## src/hw/rtl/address_range_table_macros.svh

```systemverilog
// ----------------------------------------------------------------------------
// Assertion macros for the address range table
// Concurrent assertion wrappers, compiled out when ASSERT_OFF is set.
// ----------------------------------------------------------------------------
`ifndef ADDRESS_RANGE_TABLE_MACROS_SVH
`define ADDRESS_RANGE_TABLE_MACROS_SVH

`ifndef ASSERT_OFF
// clocked assertion, disabled while the active-low reset is asserted
`define ART_ASSERT(lbl, clk, rst_n, prop, msg) \
  lbl: assert property (@(posedge clk) disable iff (!rst_n) prop) else $error(msg);
// clocked assertion that also holds during reset
`define ART_ASSERT_ALWAYS(lbl, clk, prop, msg) \
  lbl: assert property (@(posedge clk) prop) else $error(msg);
`else
`define ART_ASSERT(lbl, clk, rst_n, prop, msg)
`define ART_ASSERT_ALWAYS(lbl, clk, prop, msg)
`endif

`endif

```

## src/hw/rtl/art_pkg.sv

```systemverilog
// ----------------------------------------------------------------------------
// Address range table package
// Field widths, default sizes, command and status codes.
// ----------------------------------------------------------------------------
package art_pkg;

  // default configuration
  localparam int unsigned TableEntriesDef = 16;
  localparam int unsigned AddrBitsDef     = 32;

  // fixed field widths
  localparam int unsigned AddrFieldW = 32;
  localparam int unsigned LenW       = 16;
  localparam int unsigned HandleW    = 16;

  // command codes
  typedef enum logic [1:0] {
    CmdInsert         = 2'd0,
    CmdFindExact      = 2'd1,
    CmdFindContaining = 2'd2,
    CmdRemove         = 2'd3
  } cmd_e;

  // result status codes
  typedef enum logic [1:0] {
    StOk       = 2'd0,
    StOverlap  = 2'd1,
    StNotFound = 2'd2,
    StFull     = 2'd3
  } status_e;

endpackage

```

## src/hw/rtl/address_range_table.sv

```systemverilog
// ----------------------------------------------------------------------------
// Address range table
// Table of non-overlapping address ranges with insert, find and remove.
// ----------------------------------------------------------------------------
// All entries sit in one synchronous memory with a single read port, and every
// command scans the whole table through that port, one entry per cycle. An
// accepted transaction therefore runs through the scan and then a finish step
// that writes back and loads the output register; the finish step waits while
// the output register holds a result that is not taken, and only after it is
// the next transaction accepted, so one command is in flight at a time. After
// reset a clearing pass marks every entry free before the first transaction
// is accepted. The result register lets a new command start while an older
// result still waits on the output side.
// ----------------------------------------------------------------------------

`include "address_range_table_macros.svh"

module address_range_table #(
  parameter int unsigned TABLE_ENTRIES = art_pkg::TableEntriesDef,
  parameter int unsigned ADDRESS_BITS  = art_pkg::AddrBitsDef
) (
  input  logic                          clk_i,
  input  logic                          rst_ni,
  // command channel
  input  logic                          in_valid_i,
  output logic                          in_ready_o,
  input  logic [1:0]                    command_i,
  input  logic [art_pkg::AddrFieldW-1:0] address_i,
  input  logic [art_pkg::LenW-1:0]      range_length_i,
  input  logic [art_pkg::HandleW-1:0]   entry_handle_i,
  // result channel
  output logic                          out_valid_o,
  input  logic                          out_ready_i,
  output logic                          found_o,
  output logic [art_pkg::HandleW-1:0]   result_handle_o,
  output logic [1:0]                    status_o
);

  import art_pkg::*;

  localparam int unsigned IdxW = (TABLE_ENTRIES > 1) ? $clog2(TABLE_ENTRIES) : 1;
  localparam logic [IdxW-1:0] LastIdx = IdxW'(TABLE_ENTRIES - 1);
  localparam int unsigned AW   = ADDRESS_BITS;
  localparam int unsigned CmpW = (AW > LenW) ? AW : LenW;

  // controller states
  localparam logic [1:0] SClear  = 2'd0;
  localparam logic [1:0] SIdle   = 2'd1;
  localparam logic [1:0] SScan   = 2'd2;
  localparam logic [1:0] SFinish = 2'd3;

  typedef struct packed {
    logic               valid;
    logic [AW-1:0]      start;
    logic [LenW-1:0]    len;
    logic [HandleW-1:0] id;
  } entry_t;

  logic [1:0]         state_q, state_d;
  logic [IdxW-1:0]    scan_q, scan_d;

  // latched command
  cmd_e               cmd_q;
  logic [AW-1:0]      addr_q;
  logic [LenW-1:0]    len_q;
  logic [HandleW-1:0] handle_q;

  // scan results
  logic               ovl_q, ovl_d;
  logic               free_hit_q, free_hit_d;
  logic [IdxW-1:0]    free_idx_q, free_idx_d;
  logic               ex_hit_q, ex_hit_d;
  logic [IdxW-1:0]    ex_idx_q, ex_idx_d;
  logic [HandleW-1:0] ex_id_q, ex_id_d;
  logic               cov_hit_q, cov_hit_d;
  logic [HandleW-1:0] cov_id_q, cov_id_d;

  // output register
  logic               out_valid_q;
  logic               found_q;
  logic [HandleW-1:0] rhandle_q;
  status_e            status_q;

  // memory ports
  entry_t             entry_mem [TABLE_ENTRIES];
  entry_t             rdata_q;
  logic               mem_we;
  logic [IdxW-1:0]    mem_waddr;
  entry_t             mem_wdata;
  logic [IdxW-1:0]    mem_raddr;

  logic               in_fire;
  logic               out_free;
  logic               fin_load;
  logic [AW+AddrFieldW-1:0] addr_wide;

  // per-entry compare terms
  logic [AW-1:0]      diff_sa, diff_as;
  logic               hit_del, hit_rem, hit_exact, hit_cover;

  // finish-cycle result
  logic               res_found;
  logic [HandleW-1:0] res_handle;
  status_e            res_status;

  assign in_ready_o = (state_q == SIdle);
  assign in_fire    = in_valid_i & in_ready_o;
  assign out_free   = ~out_valid_q | out_ready_i;
  assign fin_load   = (state_q == SFinish) & out_free;
  assign addr_wide  = {{AW{1'b0}}, address_i};

  // entry memory: one write and one registered read per cycle
  always_ff @(posedge clk_i) begin
    if (mem_we) begin
      entry_mem[mem_waddr] <= mem_wdata;
    end
    rdata_q <= entry_mem[mem_raddr];
  end

  // read address: entry 0 on accept, next entry while scanning
  assign mem_raddr = in_fire ? '0 : scan_q + 1'b1;

  // compare the entry read this cycle against the latched command
  always_comb begin
    diff_sa   = rdata_q.start - addr_q;
    diff_as   = addr_q - rdata_q.start;
    hit_del   = (cmd_q == CmdInsert) & rdata_q.valid & (rdata_q.start >= addr_q) &
                (CmpW'(diff_sa) < CmpW'(len_q));
    hit_rem   = rdata_q.valid & ~hit_del;
    hit_exact = hit_rem & (rdata_q.start == addr_q);
    hit_cover = hit_rem & (rdata_q.start <= addr_q) &
                (CmpW'(diff_as) < CmpW'(rdata_q.len));
  end

  // result of the finished scan
  always_comb begin
    res_found  = 1'b0;
    res_handle = '0;
    res_status = StOk;
    case (cmd_q)
      CmdInsert: begin
        if (ovl_q) begin
          res_status = StOverlap;
        end else if (!free_hit_q) begin
          res_status = StFull;
        end
      end
      CmdFindExact: begin
        if (ex_hit_q) begin
          res_found  = 1'b1;
          res_handle = ex_id_q;
        end else begin
          res_status = StNotFound;
        end
      end
      CmdFindContaining: begin
        if (ex_hit_q) begin
          res_found  = 1'b1;
          res_handle = ex_id_q;
        end else if (cov_hit_q) begin
          res_found  = 1'b1;
          res_handle = cov_id_q;
        end else begin
          res_status = StNotFound;
        end
      end
      CmdRemove: begin
        if (!ex_hit_q) begin
          res_status = StNotFound;
        end
      end
      default: begin
        res_status = StOk;
      end
    endcase
  end

  // write port: clearing pass, deletions during scan, final update
  always_comb begin
    mem_we          = 1'b0;
    mem_waddr       = scan_q;
    mem_wdata       = rdata_q;
    mem_wdata.valid = 1'b0;
    case (state_q)
      SClear: begin
        mem_we = 1'b1;
      end
      SScan: begin
        mem_we = hit_del;
      end
      SFinish: begin
        if (fin_load && cmd_q == CmdInsert && !ovl_q && free_hit_q) begin
          mem_we          = 1'b1;
          mem_waddr       = free_idx_q;
          mem_wdata.valid = 1'b1;
          mem_wdata.start = addr_q;
          mem_wdata.len   = len_q;
          mem_wdata.id    = handle_q;
        end else if (fin_load && cmd_q == CmdRemove && ex_hit_q) begin
          mem_we    = 1'b1;
          mem_waddr = ex_idx_q;
        end
      end
      default: begin
        mem_we = 1'b0;
      end
    endcase
  end

  // controller and scan bookkeeping
  always_comb begin
    state_d    = state_q;
    scan_d     = scan_q;
    ovl_d      = ovl_q;
    free_hit_d = free_hit_q;
    free_idx_d = free_idx_q;
    ex_hit_d   = ex_hit_q;
    ex_idx_d   = ex_idx_q;
    ex_id_d    = ex_id_q;
    cov_hit_d  = cov_hit_q;
    cov_id_d   = cov_id_q;
    case (state_q)
      SClear: begin
        scan_d = scan_q + 1'b1;
        if (scan_q == LastIdx) begin
          scan_d  = '0;
          state_d = SIdle;
        end
      end
      SIdle: begin
        if (in_fire) begin
          scan_d     = '0;
          ovl_d      = 1'b0;
          free_hit_d = 1'b0;
          ex_hit_d   = 1'b0;
          cov_hit_d  = 1'b0;
          state_d    = SScan;
        end
      end
      SScan: begin
        if (hit_exact || hit_cover) begin
          ovl_d = 1'b1;
        end
        if (!hit_rem && !free_hit_q) begin
          free_hit_d = 1'b1;
          free_idx_d = scan_q;
        end
        if (hit_exact && !ex_hit_q) begin
          ex_hit_d = 1'b1;
          ex_idx_d = scan_q;
          ex_id_d  = rdata_q.id;
        end
        if (hit_cover && !cov_hit_q) begin
          cov_hit_d = 1'b1;
          cov_id_d  = rdata_q.id;
        end
        scan_d = scan_q + 1'b1;
        if (scan_q == LastIdx) begin
          state_d = SFinish;
        end
      end
      SFinish: begin
        if (fin_load) begin
          state_d = SIdle;
        end
      end
      default: begin
        state_d = SIdle;
      end
    endcase
  end

  always_ff @(posedge clk_i or negedge rst_ni) begin
    if (!rst_ni) begin
      state_q    <= SClear;
      scan_q     <= '0;
      ovl_q      <= 1'b0;
      free_hit_q <= 1'b0;
      ex_hit_q   <= 1'b0;
      cov_hit_q  <= 1'b0;
    end else begin
      state_q    <= state_d;
      scan_q     <= scan_d;
      ovl_q      <= ovl_d;
      free_hit_q <= free_hit_d;
      ex_hit_q   <= ex_hit_d;
      cov_hit_q  <= cov_hit_d;
    end
  end

  // scan payload, no reset needed
  always_ff @(posedge clk_i) begin
    free_idx_q <= free_idx_d;
    ex_idx_q   <= ex_idx_d;
    ex_id_q    <= ex_id_d;
    cov_id_q   <= cov_id_d;
  end

  // latch the accepted transaction
  always_ff @(posedge clk_i) begin
    if (in_fire) begin
      cmd_q    <= cmd_e'(command_i);
      addr_q   <= addr_wide[AW-1:0];
      len_q    <= range_length_i;
      handle_q <= entry_handle_i;
    end
  end

  // output register
  always_ff @(posedge clk_i or negedge rst_ni) begin
    if (!rst_ni) begin
      out_valid_q <= 1'b0;
    end else if (fin_load) begin
      out_valid_q <= 1'b1;
    end else if (out_ready_i) begin
      out_valid_q <= 1'b0;
    end
  end

  always_ff @(posedge clk_i) begin
    if (fin_load) begin
      found_q   <= res_found;
      rhandle_q <= res_handle;
      status_q  <= res_status;
    end
  end

  assign out_valid_o     = out_valid_q;
  assign found_o         = found_q;
  assign result_handle_o = rhandle_q;
  assign status_o        = status_q;

  // checks
  `ART_ASSERT(a_load_after_scan, clk_i, rst_ni, $rose(out_valid_q) |-> $past(state_q == SFinish), "result loaded outside finish cycle")
  `ART_ASSERT(a_found_is_ok, clk_i, rst_ni, (out_valid_q && found_q) |-> (status_q == StOk), "found result with error status")
  `ART_ASSERT(a_accept_starts_scan, clk_i, rst_ni, in_fire |=> (state_q == SScan && scan_q == '0), "accepted transaction did not start a scan")

endmodule

```

## config.mk

```make
export PLATFORM = sky130hd
export DESIGN_NAME = address_range_table
export DESIGN_NICKNAME = d
export VERILOG_FILES = /design/src/hw/rtl/art_pkg.sv /design/src/hw/rtl/address_range_table.sv
export VERILOG_INCLUDE_DIRS = /design/src /design/src/hw/rtl
export SDC_FILE = /design/constraint.sdc
export NUM_CORES = 2
export LEC_CHECK = 0
export ABC_CLOCK_PERIOD_IN_PS = 16700
export BUFFER_PORTS_ARGS = -buffer_cell sky130_fd_sc_hd__buf_2
export CORE_UTILIZATION = 40
export CTS_CLUSTER_DIAMETER = 60
export DETAILED_ROUTE_END_ITERATION = 6
export SYNTH_ARGS = -nofsm -noshare
export SYNTH_HDL_FRONTEND = slang
export SYNTH_SLANG_ARGS = --single-unit
export TNS_END_PERCENT = 5
```

## constraint.sdc

```tcl
create_clock -name clk_i -period 16.7 [get_ports clk_i]
set_input_delay 2.505 -clock clk_i [delete_from_list [all_inputs] [get_ports clk_i]]
set_output_delay 2.505 -clock clk_i [all_outputs]
set_load 0.02 [all_outputs]
```

# After elaboration in Yosys (flattened, before gate mapping)
# Memories as Yosys holds them, arrays and structs flattened. A register that Yosys moved wholly into a read port is not among the register bits.
# Cells that the tools add are included.
dict set report classes {
  order_cmp 4
  reduce_logical 29
  muxes 44
  n_eq_ne 16
  n_addsub 3
  n_bitwise 12
}
# op n
set op_table {}
lappend op_table {{2-to-1 mux 65 bit} 2}
lappend op_table {{< comparator 32 x 16 -> 1 bit} 2}
lappend op_table {{subtractor 32 bit} 2}
lappend op_table {{2-to-1 mux 16 bit} 3}
lappend op_table {{equality test 32 bit} 1}
lappend op_table {{>= comparator 32 bit} 1}
lappend op_table {{less-or-equal comparator 32 bit} 1}
lappend op_table {{case mux 16 bit (2 select lines)} 1}
lappend op_table {{2-to-1 mux 4 bit} 6}
lappend op_table {{2-to-1 mux 2 bit} 9}
lappend op_table {{2-to-1 mux 1 bit} 14}
lappend op_table {{inequality test 2 bit (second input constant)} 7}
lappend op_table {{case mux 4 bit (3 select lines)} 1}
lappend op_table {{AND reduction 3 bit} 4}
lappend op_table {{case mux 1 bit (2 select lines)} 5}
lappend op_table {{bitwise AND 1 bit} 9}
lappend op_table {{equality test 2 bit (second input constant)} 4}
lappend op_table {{logical AND 1 bit} 8}
lappend op_table {{case mux 2 bit (4 select lines)} 1}
lappend op_table {{AND reduction 2 bit} 4}
lappend op_table {{case mux 2 bit (3 select lines)} 1}
lappend op_table {{zero test 1 bit} 5}
lappend op_table {{adder 4 x 1 -> 4 bit (second input constant)} 1}
lappend op_table {{equality test 2 x 1 -> 1 bit (second input constant)} 2}
lappend op_table {{other kinds (11)} 14}
dict set report totals {
  output_inout_bits 21
  ram_bits 1040
  register_bits 136
  mem_count 1
  elab_cells 127
}
# memory words width read_ports rd_clocked_by_memory_dff write_ports line_no
set mem_list {}
lappend mem_list {entry_mem 16 65 1 1 1 address_range_table.sv:85} ;# entry_t entry_mem [TABLE_ENTRIES];

# Depth between registers and ports, before layout
dict set report logic_depth {
  word_depth 11
  ltp_mapped 21
  ltp_nobuf 21
}

# Least setup slack after synthesis
# OpenSTA, ideal clock, no wires.
dict set report synth_path {
  path_kind {input to register}
  start {input port out_ready_i}
  end {memory entry_mem[0][0] (netlist name), enable pin}
  n_path_buf 0
  path_stages 7
  arrival_time_ps 10908
  slack_ps 5121
  path_cell_list {nand2b_1 > and2_1 > nand3_1 > mux2i_1 > a21oi_1 > or2_2 > nor4b_1}
}
dict set report synth_via {
  elab_chain_cells 9
  elab_cells_between_ends 15
}
# element line_no
set synth_rtl {}
lappend synth_rtl {{start, declared} address_range_table.sv:33} ;# input logic out_ready_i,
lappend synth_rtl {{bitwise OR 1 bit *} address_range_table.sv:108} ;# assign out_free = ~out_valid_q | out_ready_i;
lappend synth_rtl {{bitwise AND 1 bit *} address_range_table.sv:109} ;# assign fin_load = (state_q == SFinish) & out_free;
lappend synth_rtl {{via fin_load} address_range_table.sv:94} ;# logic fin_load;
lappend synth_rtl {{logical AND 1 bit, on equally long branches (2 in series)} {address_range_table.sv:199, address_range_table.sv:192}}
lappend synth_rtl {{2-to-1 mux 1 bit / logical AND 1 bit (equally long branches)} {address_range_table.sv:199, address_range_table.sv:192}}
lappend synth_rtl {{2-to-1 mux 1 bit} address_range_table.sv:192} ;# if (fin_load && cmd_q == CmdInsert && !ovl_q && free_hit_q) begin
lappend synth_rtl {{case mux 1 bit (3 select lines)} address_range_table.sv:184} ;# case (state_q)
lappend synth_rtl {{2-to-1 mux 1 bit} address_range_table.sv:114} ;# if (mem_we) begin
lappend synth_rtl {{2-to-1 mux 1 bit (implied by the code)} address_range_table.sv:115} ;# entry_mem[mem_waddr] <= mem_wdata;
lappend synth_rtl {{end, declared} address_range_table.sv:85}
# Mark *: on every way through the listed nets, which the timed path passes. The rest lies on a longest branch.

# Worst setup path in the final report
dict set report layout_path {
  start {register, netlist name rdata_q[40]}
  end {memory entry_mem[14][16] (netlist name), enable pin}
}
dict set report layout_via {
  elab_chain_cells 6
  elab_cells_between_ends 8
}
# element line_no
set layout_rtl {}
lappend layout_rtl {{subtractor 32 bit / >= comparator 32 bit (equally long branches)} {address_range_table.sv:125, address_range_table.sv:127}}
lappend layout_rtl {{< comparator 32 x 16 -> 1 bit / bitwise AND 1 bit (equally long branches)} {address_range_table.sv:128, address_range_table.sv:127}}
lappend layout_rtl {{bitwise AND 1 bit *} address_range_table.sv:127} ;# hit_del = (cmd_q == CmdInsert) & rdata_q.valid & (rdata_q.start >= addr_q) &
lappend layout_rtl {{case mux 1 bit (3 select lines) *} address_range_table.sv:184}
lappend layout_rtl {{2-to-1 mux 1 bit *} address_range_table.sv:114}
lappend layout_rtl {{2-to-1 mux 1 bit (implied by the code) *} address_range_table.sv:115}
# Every way passes the cells marked *; elsewhere a longest branch is shown, timed or not.

==> summary.md <==
| Metric | Value |
|---|---|
| Distinct cell type count after synthesis | `72` |
| Combinational fraction of design power | `38.9%` |
| Antenna violations before repair | `6` |
| Clock-pin slew on the worst setup and hold paths | `0.06 ns` |
| Number of filler instances in the final layout | `11400` |
| Post-Syn Nets | `4146` |
| Class of the tightest hold or removal check | `reg2reg` |
| Source of the worst register-to-register timing path | `rdata_q[40]` |
| Detailed-route DRC error count | `0` |
| Clock insertion delay at the later pin of the skew report | `0.75 ns` |
| Startpoint of the lowest-slack hold path | `rdata_q[10]` |
| Leading cell type in the layout, fill and taps excluded | `sky130_fd_sc_hd__edfxtp_1` |
| IO buf count | `90` |
| Die Footprint | `132300 um2` |
| Worst Setup Path Type | `reg2reg` |
| Arrival time of data at the critical path endpoint | `7.34 ns` |
| Commonest register cell after synthesis | `sky130_fd_sc_hd__edfxtp_1` |
| Pins over their slew limit | `0` |
| I/O pin cnt | `91` |
| Cells after DPL | `5645` |
| Die Width | `363.8 um` |
| Count of antenna-violating nets left after detailed routing | `0` |
| Top library cells by usage in the layout, fill and taps aside | `1165 x sky130_fd_sc_hd__edfxtp_1, 680 x sky130_fd_sc_hd__nand2_1, 333 x sky130_fd_sc_hd__a211oi_1` |
| Internal power of the cells | `7207 uW` |
| Maximum clock skew at final layout | `0.02422 ns` |
| Asr flop ratio synth | `0.8864%` |
| R2R cell count | `18` |
| CTS H-tree lvls | `4` |
| Detailed placer's ending HPWL | `85.28 mm` |
| Clock Path Buffers | `3` |
| Pin count of the biggest net entering global routing | `183` |
| Gp weighted congestion | `0.9088` |
| Count of maximum capacitance violations | `0` |
| Global router's overall resource usage | `21.39%` |
| Vertical die dimension | `363.8 um` |
| Leading post-synthesis cells by cell area | `sky130_fd_sc_hd__edfxtp_1 67%, sky130_fd_sc_hd__nand2_1 4.9%, sky130_fd_sc_hd__a211oi_1 4.8%, sky130_fd_sc_hd__nor2b_1 3.2%, sky130_fd_sc_hd__dfxtp_1 2.5%` |
| Power Total | `11970 uW` |
| Post-route fraction of the period consumed by the critical path | `41.75%` |
| Crit path max fanout | `33` |
| Post-Syn Area | `52350 um2` |
| Via count of the first global-routing pass | `31110` |
| Number of storage elements in the synthesis netlist | `1241` |
| Final Instance Count excl. Fillers | `5883` |
| Mean Syn Cell Area | `13.19 um2` |
| Total Neg Setup Slack | `0 ns` |
| Area taken by flip-flops and latches | `36560 um2` |
| Clock Tree Root | `sky130_fd_sc_hd__clkbuf_16` |
| Yosys top cell area share | `66.83%` |
| Nets@finish | `4212` |
| Critical Path RT | `17.07 ns` |
| CTS Hold Bufs | `0` |
| Nature of the critical path endpoint | `flip-flop` |
| Via count normalized by instance count | `5.622` |
| Startpoint type of the worst setup path | `flip-flop` |
| Run status | `completed` |
| Seq/Total Area, Yosys | `69.84%` |
| Biggest area consumer among synthesized cells | `sky130_fd_sc_hd__edfxtp_1` |
| Switching part of the total | `39.80%` |
| Min Tclk post-route | `6.972 ns` |
| Initial core utilization | `40.38%` |
| Fraction of final layout cells with drive strength greater than 1 | `10.56%` |
| Slew at the pin closest to its max-slew limit | `1.084 ns` |
| Warnings from Yosys | `0` |
| Highest clock rate | `143.4 MHz` |
| Worst voltage drop across the vdd grid | `0.0001168 V` |
| Post-detailed-routing wire length | `142.9 mm` |
| Via count | `33080` |
| Crit path launch | `rdata_q[40]` |
| CTS tree | `yes` |
| Slew Limit Headroom | `27.27%` |
| Length of the first detailed-routing pass in iterations | `5` |
| Clock Power Share | `23.7%` |
| Cell Pwr Density | `202.4 nW/um2` |
| Unrepaired setup endpoints after global routing | `false` |
| Switching power | `4766 uW` |
| EDFF count, synth | `1165` |
| P_leak | `0.01990 uW` |
| Gate count after technology mapping | `3970` |
| Number of buffers added by the clock tree synthesis step | `131` |
| # rows | `132` |
| Post-CTS Setup Bufs | `0` |
| Number of DRC markers in iteration 0 | `3330` |
| Average wire length per cell after detail routing | `24.28 um` |
| Global-route wire length before repair | `210.3 mm` |
| Final hold violations | `0` |
| Setup Viol. Count Final | `0` |
| Floorplan core area | `129600 um2` |
| Total congestion overflow | `0` |
| Post-cts gate resize count | `0` |
| Relative contribution of sequential cells to total power | `37.4%` |
| Area of combinational cells with multiple inputs | `14450 um2` |
| Total clock sinks | `1241` |
| Growth of design area from synthesis to finish | `13.01%` |
| Worst Hold Path Cells | `0` |
final cells by class:
| type | count | share of cell area, % |
|---|---|---|
| clock inverter | 57 | 0.8862 |
| inverter | 119 | 0.7593 |
| clock buffer | 180 | 6.197 |
| sequential | 1241 | 61.81 |
| tap | 1742 | 3.684 |
| antenna | 1 | 0.004230 |
| multi-input combinational | 2345 | 24.43 |
| timing repair buffer | 198 | 2.238 |
flip-flops by register name (all words and copies together) (netlist names):
signal and count:
handle_q 16, free_idx_q 4, cmd_q 2, ex_hit_q 1
cov_id_q 16, free_hit_q 1, addr_q 32, ex_idx_q 4
state_q 2, ovl_q 1, found_o 1, scan_q 4
status_o 2, rdata_q 65, out_valid_o 1, entry_mem 1040
result_handle_o 16, len_q 16, ex_id_q 16, cov_hit_q 1
metrics by stage:
stage	worst slack [ns]	hold slack, ns	util (%)	cell area (um2)
3_5_place_dp	9.595	0.4393	42.40	54970
3_3_place_gp	9.662	0.4328	42.40	54970
4_1_cts	9.779	0.4529	45.63	59160
6_report	9.728	0.4526	45.63	59160
5_1_grt	9.307	0.4835	45.63	59160
2_1_floorplan	5.121	0.4254	-	52350
layer usage:
layer  vias up  global-route usage [%]  wire, um
met5         -                       0         0
met4         0                   4.873      2390
met3       161                   3.491     10280
met2      1147                   31.96     63490
met1     16600                   32.51     66700
li1      15170                       -         -
power by group through the flow:
stage	clock, uW	sequential, uW	combinational, uW
after floorplan	0	4480	3060
after global placement	0	4540	4570
after detailed placement	0	4540	4610
after CTS	2880	4480	4630
after global routing	3000	4510	5080
final	2830	4480	4660
synthesized netlist by cell type, types with 24 or more instances:
library cell	instances
sky130_fd_sc_hd__xnor2_1	24
sky130_fd_sc_hd__nor2_1	68
sky130_fd_sc_hd__a311oi_1	132
sky130_fd_sc_hd__inv_1	118
sky130_fd_sc_hd__nor2b_1	269
sky130_fd_sc_hd__dfxtp_1	65
sky130_fd_sc_hd__nand3_1	24
sky130_fd_sc_hd__clkbuf_1	225
sky130_fd_sc_hd__edfxtp_1	1165
sky130_fd_sc_hd__o21ai_0	90
sky130_fd_sc_hd__a31oi_1	131
sky130_fd_sc_hd__a21oi_1	233
sky130_fd_sc_hd__a211oi_1	333
sky130_fd_sc_hd__nand2_1	683
sky130_fd_sc_hd__ha_1	104
final timing paths:
check	to	slack [ns]
min	cov_id_q[10]	0.45
max reg2reg	entry_mem[14][16]	9.73
min in group asynchronous	state_q[1]	1.63
max	entry_mem[14][16]	9.73
min reg2reg	cov_id_q[10]	0.45
max in group asynchronous	scan_q[0]	14.84
cell families (layout without fill, tap and decap cells):
family	Yosys count	in the layout	synth area share, %
buf+inv	384	554	2.859
compound gates	1046	1046	13.62
xor+xnor	42	42	0.7027
flops	1241	1241	69.84
mux	25	25	0.4852
simple gates	1126	1126	9.924
other cells	0	1	0
fa+ha+maj	106	106	2.562
worst max-delay path: stages (launching register included):
cell	delay, ns
sky130_fd_sc_hd__dfxtp_1	0.41
sky130_fd_sc_hd__ha_1	0.53
sky130_fd_sc_hd__nand2_1	0.13
sky130_fd_sc_hd__o21ai_0	0.77
sky130_fd_sc_hd__nor2_1	0.15
sky130_fd_sc_hd__xnor2_1	0.25
sky130_fd_sc_hd__ha_1	0.28
sky130_fd_sc_hd__a21o_1	0.18
sky130_fd_sc_hd__a21o_1	0.17
sky130_fd_sc_hd__a21oi_1	0.24
sky130_fd_sc_hd__o211ai_1	0.13
sky130_fd_sc_hd__nor4b_1	0.34
sky130_fd_sc_hd__o2111ai_1	0.24
sky130_fd_sc_hd__nor4_2	0.26
sky130_fd_sc_hd__nand4_1	0.34
sky130_fd_sc_hd__o2111a_2	0.55
sky130_fd_sc_hd__nor4_2	0.32
sky130_fd_sc_hd__buf_4	0.52
sky130_fd_sc_hd__buf_4	0.69
Note: power is estimated with default switching activity, not from simulation.
